File: config.mk
export PLATFORM = sky130hd
export DESIGN_NAME = sorted_priority_queue_top
export DESIGN_NICKNAME = d
export VERILOG_FILES = /design/src/rtl/spq_pkg.sv /design/src/rtl/spq_ctrl.sv /design/src/rtl/spq_dpath.sv /design/src/rtl/sorted_priority_queue_top.sv
export SDC_FILE = /design/constraint.sdc
export NUM_CORES = 1
export LEC_CHECK = 0
export BUFFER_PORTS_ARGS = -buffer_cell sky130_fd_sc_hd__buf_4
export CAP_MARGIN = 20
export CORE_MARGIN = 5
export CORE_UTILIZATION = 57
export DETAILED_ROUTE_END_ITERATION = 6
export GPL_TIMING_DRIVEN = 0
export PLACE_DENSITY = 0.73
export SKIP_LAST_GASP = 1
export SLEW_MARGIN = 20
export SYNTH_ARGS = -nofsm -noshare
export SYNTH_HDL_FRONTEND = slang
export SYNTH_SLANG_ARGS = --single-unit
export TNS_END_PERCENT = 30
File: constraint.sdc
create_clock -name clk -period 6.3 [get_ports clk]
set_input_delay 0.315 -clock clk [delete_from_list [all_inputs] [get_ports clk]]
set_output_delay 0.315 -clock clk [all_outputs]
set_load 0.05 [all_outputs]
File: src/rtl/spq_pkg.sv
// Shared types and constants for the sorted priority queue.
// No dependencies; used by every module under rtl/.
`default_nettype none

package spq_pkg;

  // Default sizing, handed down from the top level
  localparam int DEF_QUEUE_DEPTH   = 16;
  localparam int DEF_PRIORITY_BITS = 8;
  localparam int DEF_VALUE_BITS    = 32;

  localparam int OPCODE_W = 2;
  localparam int STATUS_W = 2;

  // Operation codes; code 3 carries no meaning and is a no-op
  typedef enum logic [OPCODE_W-1:0] {
    OP_INSERT = 2'd0,
    OP_REMOVE = 2'd1,
    OP_PEEK   = 2'd2
  } opcode_t;

  // Result status codes
  typedef enum logic [STATUS_W-1:0] {
    ST_OK    = 2'd0,
    ST_EMPTY = 2'd1,
    ST_FULL  = 2'd2
  } status_t;

  // Controller states
  typedef enum logic {
    S_IDLE = 1'b0,
    S_EXEC = 1'b1
  } state_t;

  // Commands from controller to datapath
  typedef struct packed {
    logic load;   // capture the request fields
    logic exec;   // apply the captured request and register the result
  } spq_cmd_t;

endpackage

`default_nettype wire

File: src/rtl/spq_ctrl.sv
// Controller for the sorted priority queue: request handshake and sequencing.
// Depends on spq_pkg.
`default_nettype none

module spq_ctrl (
  input  wire logic             clk,
  input  wire logic             rst_n,
  input  wire logic             start,
  output logic                  busy,
  output spq_pkg::spq_cmd_t     cmd
);

  spq_pkg::state_t state_r;
  spq_pkg::state_t state_nxt;

  // State register
  always_ff @(posedge clk) begin
    if (!rst_n) begin
      state_r <= spq_pkg::S_IDLE;
    end else begin
      state_r <= state_nxt;
    end
  end

  // Next state
  always_comb begin
    state_nxt = state_r;
    case (state_r)
      spq_pkg::S_IDLE: begin
        if (start) state_nxt = spq_pkg::S_EXEC;
      end
      spq_pkg::S_EXEC: begin
        state_nxt = spq_pkg::S_IDLE;
      end
      default: begin
        state_nxt = spq_pkg::S_IDLE;
      end
    endcase
  end

  // Outputs
  always_comb begin
    busy     = 1'b0;
    cmd.load = 1'b0;
    cmd.exec = 1'b0;
    case (state_r)
      spq_pkg::S_IDLE: begin
        cmd.load = start;
      end
      spq_pkg::S_EXEC: begin
        busy     = 1'b1;
        cmd.exec = 1'b1;
      end
      default: begin
        busy = 1'b0;
      end
    endcase
  end

endmodule

`default_nettype wire

File: src/rtl/spq_dpath.sv
// Datapath for the sorted priority queue: request registers, sorted row of
// entries with per-entry compare and neighbor shift, result registers.
// Depends on spq_pkg.
`default_nettype none

module spq_dpath #(
  parameter int QUEUE_DEPTH   = spq_pkg::DEF_QUEUE_DEPTH,
  parameter int PRIORITY_BITS = spq_pkg::DEF_PRIORITY_BITS,
  parameter int VALUE_BITS    = spq_pkg::DEF_VALUE_BITS,
  localparam int CNT_W        = $clog2(QUEUE_DEPTH + 1)
) (
  input  wire logic                          clk,
  input  wire logic                          rst_n,
  input  wire spq_pkg::spq_cmd_t             cmd,
  input  wire logic [spq_pkg::OPCODE_W-1:0]  in_opcode,
  input  wire logic signed [VALUE_BITS-1:0]  in_item_value,
  input  wire logic [PRIORITY_BITS-1:0]      in_item_priority,
  output logic                               out_valid,
  output logic signed [VALUE_BITS-1:0]       out_head_value,
  output logic [spq_pkg::STATUS_W-1:0]       out_status,
  output logic [CNT_W-1:0]                   out_entry_count
);

  localparam logic [CNT_W-1:0] FULL_CNT = CNT_W'(QUEUE_DEPTH);

  // Captured request
  logic [spq_pkg::OPCODE_W-1:0] op_r;
  logic [VALUE_BITS-1:0]        val_r;
  logic [PRIORITY_BITS-1:0]     prio_r;

  // Entry row; entries at or beyond the count hold don't-care data
  logic [VALUE_BITS-1:0]    ent_val_r  [QUEUE_DEPTH];
  logic [PRIORITY_BITS-1:0] ent_prio_r [QUEUE_DEPTH];
  logic [VALUE_BITS-1:0]    ent_val_nxt  [QUEUE_DEPTH];
  logic [PRIORITY_BITS-1:0] ent_prio_nxt [QUEUE_DEPTH];
  logic [CNT_W-1:0]         cnt_r;
  logic [CNT_W-1:0]         cnt_nxt;

  // Result registers
  logic                         out_valid_r;
  logic [VALUE_BITS-1:0]        head_r;
  logic [VALUE_BITS-1:0]        head_nxt;
  logic [spq_pkg::STATUS_W-1:0] status_r;
  logic [spq_pkg::STATUS_W-1:0] status_nxt;

  logic [QUEUE_DEPTH-1:0] stays;     // valid entry with strictly smaller priority
  logic                   is_full;
  logic                   is_empty;
  logic                   do_insert;
  logic                   do_remove;

  assign is_full  = (cnt_r == FULL_CNT);
  assign is_empty = (cnt_r == '0);

  // Request capture
  always_ff @(posedge clk) begin
    if (cmd.load) begin
      op_r   <= in_opcode;
      val_r  <= in_item_value;
      prio_r <= in_item_priority;
    end
  end

  // Operation decode and result
  always_comb begin
    do_insert  = 1'b0;
    do_remove  = 1'b0;
    head_nxt   = '0;
    status_nxt = spq_pkg::ST_OK;
    cnt_nxt    = cnt_r;
    case (spq_pkg::opcode_t'(op_r))
      spq_pkg::OP_INSERT: begin
        if (is_full) begin
          status_nxt = spq_pkg::ST_FULL;
        end else begin
          do_insert = 1'b1;
          cnt_nxt   = cnt_r + CNT_W'(1);
        end
      end
      spq_pkg::OP_REMOVE: begin
        if (is_empty) begin
          status_nxt = spq_pkg::ST_EMPTY;
        end else begin
          head_nxt  = ent_val_r[0];
          do_remove = 1'b1;
          cnt_nxt   = cnt_r - CNT_W'(1);
        end
      end
      spq_pkg::OP_PEEK: begin
        if (is_empty) begin
          status_nxt = spq_pkg::ST_EMPTY;
        end else begin
          head_nxt = ent_val_r[0];
        end
      end
      default: begin
        status_nxt = spq_pkg::ST_OK;
      end
    endcase
  end

  // Per-entry compare and neighbor selection
  for (genvar g = 0; g < QUEUE_DEPTH; g++) begin : g_ent
    logic                     prev_stays;
    logic [VALUE_BITS-1:0]    up_val;
    logic [PRIORITY_BITS-1:0] up_prio;
    logic [VALUE_BITS-1:0]    dn_val;
    logic [PRIORITY_BITS-1:0] dn_prio;

    assign stays[g] = (CNT_W'(g) < cnt_r) && (ent_prio_r[g] < prio_r);

    if (g == 0) begin : g_first
      assign prev_stays = 1'b1;
      assign dn_val     = val_r;
      assign dn_prio    = prio_r;
    end else begin : g_rest
      assign prev_stays = stays[g-1];
      assign dn_val     = ent_val_r[g-1];
      assign dn_prio    = ent_prio_r[g-1];
    end

    if (g == QUEUE_DEPTH - 1) begin : g_last
      assign up_val  = ent_val_r[g];
      assign up_prio = ent_prio_r[g];
    end else begin : g_inner
      assign up_val  = ent_val_r[g+1];
      assign up_prio = ent_prio_r[g+1];
    end

    // Insert: keep if ahead, take new at the boundary, else shift down; remove: shift up
    always_comb begin
      ent_val_nxt[g]  = ent_val_r[g];
      ent_prio_nxt[g] = ent_prio_r[g];
      if (do_insert && !stays[g]) begin
        if (prev_stays) begin
          ent_val_nxt[g]  = val_r;
          ent_prio_nxt[g] = prio_r;
        end else begin
          ent_val_nxt[g]  = dn_val;
          ent_prio_nxt[g] = dn_prio;
        end
      end else if (do_remove) begin
        ent_val_nxt[g]  = up_val;
        ent_prio_nxt[g] = up_prio;
      end
    end

    always_ff @(posedge clk) begin
      if (cmd.exec) begin
        ent_val_r[g]  <= ent_val_nxt[g];
        ent_prio_r[g] <= ent_prio_nxt[g];
      end
    end
  end

  // Occupancy and result strobe
  always_ff @(posedge clk) begin
    if (!rst_n) begin
      cnt_r       <= '0;
      out_valid_r <= 1'b0;
    end else begin
      out_valid_r <= cmd.exec;
      if (cmd.exec) cnt_r <= cnt_nxt;
    end
  end

  // Result payload
  always_ff @(posedge clk) begin
    if (cmd.exec) begin
      head_r   <= head_nxt;
      status_r <= status_nxt;
    end
  end

  assign out_valid       = out_valid_r;
  assign out_head_value  = head_r;
  assign out_status      = status_r;
  assign out_entry_count = cnt_r;

endmodule

`default_nettype wire

File: src/rtl/sorted_priority_queue_top.sv
// Top level of the sorted priority queue: controller plus datapath.
// Depends on spq_pkg, spq_ctrl and spq_dpath.
`default_nettype none

// Bounded priority queue kept sorted, lowest priority number at the head; a
// new entry goes ahead of stored entries of equal priority. A request is
// taken when start is high and busy is low; busy is then high for one cycle
// while the whole row of entries compares and shifts in parallel, and the
// result appears on the out_ ports for exactly one cycle, marked by out_valid,
// in the cycle after. The next request may be issued in the cycle its
// predecessor's result is shown. The result cannot be held off:
// the receiver must take it in that cycle. out_entry_count is the number of
// entries held after the request; out_head_value is zero unless a remove or
// peek found an entry.
module sorted_priority_queue_top #(
  parameter int QUEUE_DEPTH   = spq_pkg::DEF_QUEUE_DEPTH,
  parameter int PRIORITY_BITS = spq_pkg::DEF_PRIORITY_BITS,
  parameter int VALUE_BITS    = spq_pkg::DEF_VALUE_BITS,
  localparam int CNT_W        = $clog2(QUEUE_DEPTH + 1)
) (
  input  wire logic                          clk,
  input  wire logic                          rst_n,
  input  wire logic                          start,
  output logic                               busy,
  input  wire logic [spq_pkg::OPCODE_W-1:0]  in_opcode,
  input  wire logic signed [VALUE_BITS-1:0]  in_item_value,
  input  wire logic [PRIORITY_BITS-1:0]      in_item_priority,
  output logic                               out_valid,
  output logic signed [VALUE_BITS-1:0]       out_head_value,
  output logic [spq_pkg::STATUS_W-1:0]       out_status,
  output logic [CNT_W-1:0]                   out_entry_count
);

  spq_pkg::spq_cmd_t cmd;

  // Sequencing
  spq_ctrl u_ctrl (
    .clk   (clk),
    .rst_n (rst_n),
    .start (start),
    .busy  (busy),
    .cmd   (cmd)
  );

  // Entry storage and result
  spq_dpath #(
    .QUEUE_DEPTH   (QUEUE_DEPTH),
    .PRIORITY_BITS (PRIORITY_BITS),
    .VALUE_BITS    (VALUE_BITS)
  ) u_dpath (
    .clk              (clk),
    .rst_n            (rst_n),
    .cmd              (cmd),
    .in_opcode        (in_opcode),
    .in_item_value    (in_item_value),
    .in_item_priority (in_item_priority),
    .out_valid        (out_valid),
    .out_head_value   (out_head_value),
    .out_status       (out_status),
    .out_entry_count  (out_entry_count)
  );

endmodule

`default_nettype wire
==> results of run 1 <==
[worst max-delay path, delay by kind of cell, from the launching register on]
family,cells,cell delay (ns)
buffers and inverters,5,2.23
AND/OR/NAND/NOR,1,0.49
flip-flops,1,0.73
AO/OA/AOI/OAI,4,1.78
adder cells (fa/ha/maj),1,0.53
[sequential cells by signal, indices dropped and copies added, names as in the netlist]
signal / cells
u_dpath.out_valid: 1
u_dpath.ent_prio_r: 128
u_dpath.g_ent.dn_prio: 8
u_dpath.out_status: 2
u_dpath.out_entry_count: 5
u_dpath.out_head_value: 32
u_dpath.ent_val_r: 512
u_ctrl.state_r: 1
u_dpath.g_ent.dn_val: 32
u_dpath.op_r: 2
[cells in the mapped netlist, types with 18 or more instances]
library cell,number,area [sq um]
a21oi_1,411,2060
a31oi_1,50,313
a41oi_1,40,350
and2_1,46,288
buf_1,25,93.8
buf_2,86,430
buf_6,35,394
clkbuf_1,139,522
clkbuf_2,24,120
edfxtp_1,716,21500
ha_1,119,1490
mux2_1,33,372
mux2_2,120,1350
mux2i_1,441,4410
nand2_1,178,668
nand3_1,45,225
nor2_1,18,67.6
o21ai_0,568,2840
o21ai_1,26,130
[how the worst max path moves through the flow]
stage	to	depth (start not counted)	from	slack (ns)
floorplan	u_dpath.ent_prio_r[1][16]	10	u_dpath.g_ent[0].dn_prio[7]	0.43
global placement	u_dpath.ent_val_r[6][8]	9	u_dpath.g_ent[0].dn_prio[2]	-4.57
detailed placement	u_dpath.ent_val_r[6][18]	10	u_dpath.g_ent[0].dn_prio[2]	0.48
CTS	u_dpath.ent_val_r[2][28]	11	u_dpath.g_ent[0].dn_prio[1]	0.46
global route	u_dpath.ent_val_r[2][28]	11	u_dpath.g_ent[0].dn_prio[1]	0.25
finish	u_dpath.ent_val_r[2][28]	11	u_dpath.g_ent[0].dn_prio[1]	0.21
[cell type report]
class,count,area [sq um]
fillers,5234,23700
multi-input cells,2244,15900
diodes,5,12.5
clock inverters,45,423
inverters,13,48.8
clock buffers,102,2160
well taps,882,1100
plain buffers,319,1640
repair buffers,158,1680
flip-flops and latches,723,21600
[power groups by stage]
stage                     registers [W]  logic [W]  clock network (W)
final                           0.00559    0.00128            0.00476
after detailed placement        0.00568    0.00121                  0
after global routing            0.00559    0.00134            0.00497
after floorplan                 0.00566   0.000703                  0
after CTS                       0.00558    0.00123            0.00477
after global placement          0.00570    0.00112                  0
[per-stage QoR]
stage               hold WS [ns]  TNS (ns)
CTS                        0.127         0
global placement           0.493  -1392.28
finish                     0.154         0
global route               0.151         0
detailed placement         0.495         0
floorplan                  0.414         0
[layer usage]
metal / vias up / share of wire, %
li1: 13100 / -
met1: 15500 / 37
met2: 2365 / 44
met3: 438 / 12
met4: 2 / 6.1
met5: - / 0.037
[timing repair]
action | in CTS | in global routing
hold buffers | 43 | 0
endpoints found under the hold margin | 49 | 0
buffers inserted | 0 | 0
resized for setup | 0 | 0
[cells by family after synthesis]
logic type	synth area share, %
compound gates	16.5
xor+xnor	0.0896
fa+ha+maj	3.81
mux	15.7
flops	55.3
buf+inv	4.31
simple gates	4.25
==> results.md, run 1 <==
* Worst-path fanout max at 17
* Area post-placement at 0.0416 sq mm
* TritonCTS clock tree: yes
* Status: completed
* Clock share of power at 40.9%
* Worst vdd ir at 0.207 mV
* Placed Instances at 4295
* Post-synth EDFFs at 716
* Yosys warning count at 0
* Gp weighted congestion at 0.992
* Area grow syn2layout at 14.2%
* Commonest cells after routing, fill and taps aside: 716 x edfxtp_1, 568 x o21ai_0, 441 x mux2i_1
* Max-cap violations at 0
* Largest net degree at the start of global routing at 41
* Post-detail-place hpwl at 96.9 mm
* Routed WL per cell at 31.3 um
* Power Dens Cells at 260 mW/mm^2
* FF+latch count, synth at 723
* Final hold violation count at 0
* Initial antenna violation count at 2
* CP peak stage delay at 0.89 ns
* Hold Crit Class: primary input to flop
* DR iter-0 viols at 4846
* Hold Crit Start: start
* Post-synth top flop: edfxtp_1
* Max-slew violations at 0
* Slowest-stage cell, CP: o211ai_1
* Fraction of the yosys area taken by sequential cells at 55.3%
* CP Capture Type: flop
* Reg2Reg Capture Point: u_dpath.ent_val_r[2][28]
* Commonest non-fill, non-tap cell in the layout: edfxtp_1
* Vias at 31400
* Clock sinks at 723
* Post-Route WL at 140 mm
* Worst Hold Endpoint: u_dpath.g_ent[0].dn_prio[3]
* Fraction of registers with async set/reset at 0%
* Total power at 0.0116 W
* DRT Pass-1 Iters at 6
* Post-synth net total at 3463
* Most Crowded Layer GR: met2
* Met2 usage at 55.6%
* CP startpoint kind: flop
* RSZ-0062 raised after global routing: false
* Die Span X at 272 um
* Critical path, cell by cell: clkbuf_1 -> inv_1 -> ha_1 -> o21ai_0 -> o21a_1 -> o211ai_1 -> nand2_1 -> clkbuf_2 -> a21boi_4 -> buf_16 -> buf_8
* # DRC at 0
* Slew margin rel. at 24.8%
* Core area at 0.0683 sq mm
* Final period util at 96.7%
* Die area at 0.0740 sq mm
* Slew @ Worst Pin at 1.13 ns
* Vias in the first global route at 31100
* Number of CTS-inserted buffers at 81
* Critical Path RT at 6.64 ns
* Clock root buffer: clkbuf_16
* Logic gate share of total power at 11.0%
* Hold Crit Depth at 2
* Reg-to-Reg Start: u_dpath.g_ent[0].dn_prio[1]
* Routing usage on met1 at 47.8%
* Cell internal pwr at 0.00860 W
* Reg2Reg Setup Slack at 0.21 ns
* Design area at 0.0447 sq mm
* Die height at 272 um
* Worst-Skew Late Latency at 0.65 ns
* Min Tclk post-route at 6.09 ns
* Vias/cell at 6.99
* FP Rows at 96
* Sw power at 0.00303 W
* Worst slack, placed at 0.482 ns
* Nets at 3704
* All-Layer GR Usage at 36.5%
* Fraction of layout cells with a size suffix above 1 at 14.8%
* Max Fclk at 164 MHz
* Crit Path Class: flop to flop
* Synthesized area at 0.0391 sq mm
* Final setup margin at 0.208 ns
* Worst r2r path cells at 11
* Synth unique cells at 67
* Arr. time, crit path at 6.43 ns
* Average size of a mapped cell at 11.9 sq um
* Ports at 86
* Grt met3 use at 10.4%
* Grt total ovfl at 0
* Leak at 16.3 nW
* Starting Density at 57.2%
* Syn Inst Count at 3299
* Fin util at 65.3%
* Non-Filler Instances at 4491
* H-tree depth at 3
* Final setup violation count at 0
* Clock Pin Slew Worst Setup and Hold Paths at 0.06 ns
* Flop pwr share at 48.0%
* Port Buf Inserts at 85
* Net Sw Frac at 26.0%
* Clock Skews at 0.0193 ns
* First-pass GRT wire length at 202 mm
* Antenna viol nets, final at 0
* Clock tree buffer depth at 3
Power figures use the tool's default switching activity.
==> inputs of run 2 (changes only) <==
--- a/config.mk
+++ b/config.mk
@@ -14,5 +14,4 @@
 export PLACE_DENSITY = 0.73
 export SKIP_LAST_GASP = 1
-export SLEW_MARGIN = 20
 export SYNTH_ARGS = -nofsm -noshare
 export SYNTH_HDL_FRONTEND = slang
==> constraint.sdc (replaced) <==
create_clock -name clk -period 6.3 [get_ports clk]
set_input_delay 0 -clock clk [delete_from_list [all_inputs] [get_ports clk]]
set_output_delay 0 -clock clk [all_outputs]
set_load 0.05 [all_outputs]
==> run 2 against run 1 <==
Compared with the run above: the run now ends with design-rule violations left; via count up 0.21%; register-to-register slack worse by 0.13 ns; first-iteration DRC count down 4.1%.
==> results.md, run 2 (synthesized netlist as in run 1, its figures left out) <==
* Status: complete, but fails checks
* Violated checks: design-rule violations
* Die area at 0.0740 sq mm (unchanged)
* Fraction of layout cells with a size suffix above 1 at 14.9% (+0.055 points)
* Largest register FFs at 512 (unchanged)
* Clock root buffer: clkbuf_16
* Clock Skews at 0.0295 ns (+0.0102 ns)
* Non-Filler Instances at 4489 (-0.045%)
* Initial antenna violation count at 3 (+1)
* CTS resizes at 0 (unchanged)
* Clock Pin Slew Worst Setup and Hold Paths at 0.06 ns (about the same)
* Grt met3 use at 10.0% (-0.39 points)
* Reg2Reg Setup Slack at 0.08 ns (-0.13 ns)
* RSZ-0062 raised after global routing: false
* Sw power at 0.00302 W (-0.32%)
* Core area at 0.0683 sq mm (unchanged)
* Multi-input gate area at 0.0159 sq mm (-0.23%)
* Clock tree buffer depth at 3 (unchanged)
* Critical Path RT at 6.63 ns (about the same)
* Largest net degree at the start of global routing at 41 (unchanged)
* Fill cells at 5226 (-0.15%)
* Gp weighted congestion at 0.992 (unchanged)
* Final setup violation count at 0 (unchanged)
* Clock share of power at 40.0% (-0.9 points)
* Commonest cells after routing, fill and taps aside: 716 x edfxtp_1, 568 x o21ai_0, 441 x mux2i_1
* Grt total ovfl at 0 (unchanged)
* All-Layer GR Usage at 36.5% (-0.068 points)
* # DRC at 5 (+5)
* Port Buf Inserts at 85 (unchanged)
* Power Dens Cells at 257 mW/mm^2 (-1.1%)
* Vias in the first global route at 30900 (-0.46%)
* Area grow syn2layout at 13.6%
* Worst-path fanout max at 17 (unchanged)
* Nets at 3702 (-0.054%)
* Leak at 16.2 nW (-0.52%)
* Met2 usage at 55.0% (-0.68 points)
* DRT Pass-1 Iters at 7 (+1)
* Worst vdd ir at 0.226 mV (+9.4%)
* Routed WL per cell at 31.2 um (about the same)
* FP Rows at 96 (unchanged)
* Max-cap violations at 0 (unchanged)
* Logic gate share of total power at 11.2% (+0.2 points)
* H-tree depth at 3 (unchanged)
* Number of CTS-inserted buffers at 80 (-1.2%)
* Largest reg by FF count: u_dpath.ent_val_r
* Max Fclk at 161 MHz (-2.0%)
* Worst slack, placed at 0.380 ns (-0.102 ns)
* Arr. time, crit path at 6.55 ns (+0.12 ns)
* Design area at 0.0444 sq mm (-0.50%)
* Cell internal pwr at 0.00842 W (-2.1%)
* Routing usage on met1 at 48.3% (+0.52 points)
* Post-Route WL at 140 mm (-0.14%)
* Max-slew violations at 0 (unchanged)
* CP Capture Type: flop
* DR iter-0 viols at 4649 (-4.1%)
* Ports at 86 (unchanged)
* Final setup margin at 0.0810 ns (-0.127 ns)
* Slew @ Worst Pin at 1.17 ns (+0.0469 ns)
* Most Crowded Layer GR: met2
* Net Sw Frac at 26.4% (+0.34 points)
* Worst-Skew Late Latency at 0.64 ns (about the same)
* Crit Path Class: flop to flop
* Total power at 0.0114 W (-1.6%)
* Vias at 31500 (+0.21%)
* Clock sinks at 723 (unchanged)
* Area post-placement at 0.0415 sq mm (-0.35%)
* Post-CTS Setup Bufs at 0 (unchanged)
* Commonest non-fill, non-tap cell in the layout: edfxtp_1
* TritonCTS clock tree: yes
* Hold Crit Class: primary input to flop
* Final hold violation count at 0 (unchanged)
* Die height at 272 um (unchanged)
* First-pass GRT wire length at 202 mm (about the same)
* Post-detail-place hpwl at 96.8 mm (about the same)
* CP startpoint kind: flop
* Flop pwr share at 48.8% (+0.8 points)
* Vias/cell at 7.01 (+0.26%)
* Min Tclk post-route at 6.22 ns (+0.127 ns)
* Antenna viol nets, final at 0 (unchanged)
* Fin util at 65.0% (-0.33 points)
* Top flop regs: u_dpath.ent_val_r x512, u_dpath.ent_prio_r x128
* Die Span X at 272 um (unchanged)
* Placed Instances at 4291 (-0.093%)
* FF+latch area at 0.0216 sq mm (about the same)
* Starting Density at 57.2% (unchanged)
* Slew margin rel. at 21.4% (-3.5 points)
* Final period util at 98.7% (+2.0 points)
## run 2: cell types whose count changed in the layout (fill, tap and decap cells not counted), moves of 5 or more
cell,previous run,this run
buf_4,101,95
clkinv_2,11,21
clkinv_1,21,14
buf_6,36,41
buf_12,5,12
buf_16,15,6
## run 2: metal layers
layer	up-vias	share of wire, %	wire length, um
li1	13100	-	-
met1	15500	38	52600
met2	2401	44	61700
met3	463	12	17300
met4	0	6.1	8510
met5	-	0	0
## run 2: stage by stage
step / TNS, ns / hold slack (ns)
2_1_floorplan: 0 / 0.0989
3_3_place_gp: -1392.28 / 0.178
3_5_place_dp: 0 / 0.179
4_1_cts: 0 / 0.0564
5_1_grt: 0 / 0.0745
6_report: 0 / 0.0840
## run 2: what timing repair did
item,4_1_cts,5_1_grt
hold buffers,44,0
setup endpoints to repair,0,0
hold endpoints to repair,68,0
## run 2: power by group through the flow
stage               sequential, W  combinational (W)  clock (W)
finish                    0.00558            0.00128    0.00458
CTS                       0.00557            0.00123    0.00459
detailed placement        0.00567            0.00120          0
floorplan                 0.00566           0.000703          0
global route              0.00559            0.00133    0.00479
global placement          0.00570            0.00112          0
## run 2: worst max-delay path: stages, from the launching register on
cell	delay (ns)
edfxtp_1	0.74
clkbuf_1	0.68
inv_1	0.75
ha_1	0.54
o21ai_0	0.09
o21a_1	0.19
o211ai_1	0.93
nand2_1	0.55
clkbuf_2	0.38
a21boi_4	0.63
buf_16	0.24
buf_8	0.17
## run 2: worst paths after layout
check	startpoint	to	depth (start not counted)
worst max-delay path	u_dpath.g_ent[0].dn_prio[1]	u_dpath.ent_val_r[2][30]	11
worst min-delay path	in_item_value[16]	u_dpath.g_ent[0].dn_val[16]	2
worst max register to register	u_dpath.g_ent[0].dn_prio[1]	u_dpath.ent_val_r[2][30]	11
worst min register to register	u_dpath.ent_val_r[7][32]	u_dpath.ent_val_r[7][0]	1
## run 2: layout make-up
type	count	area share (%)
Sequential cell	723	48.7
Tap cell	882	2.48
Antenna cell	3	0.0169
Inverter	13	0.110
Timing Repair Buffer	157	3.63
Multi-Input combinational cell	2244	35.8
Clock buffer	102	4.74
Buffer	319	3.68
Clock inverter	46	0.825
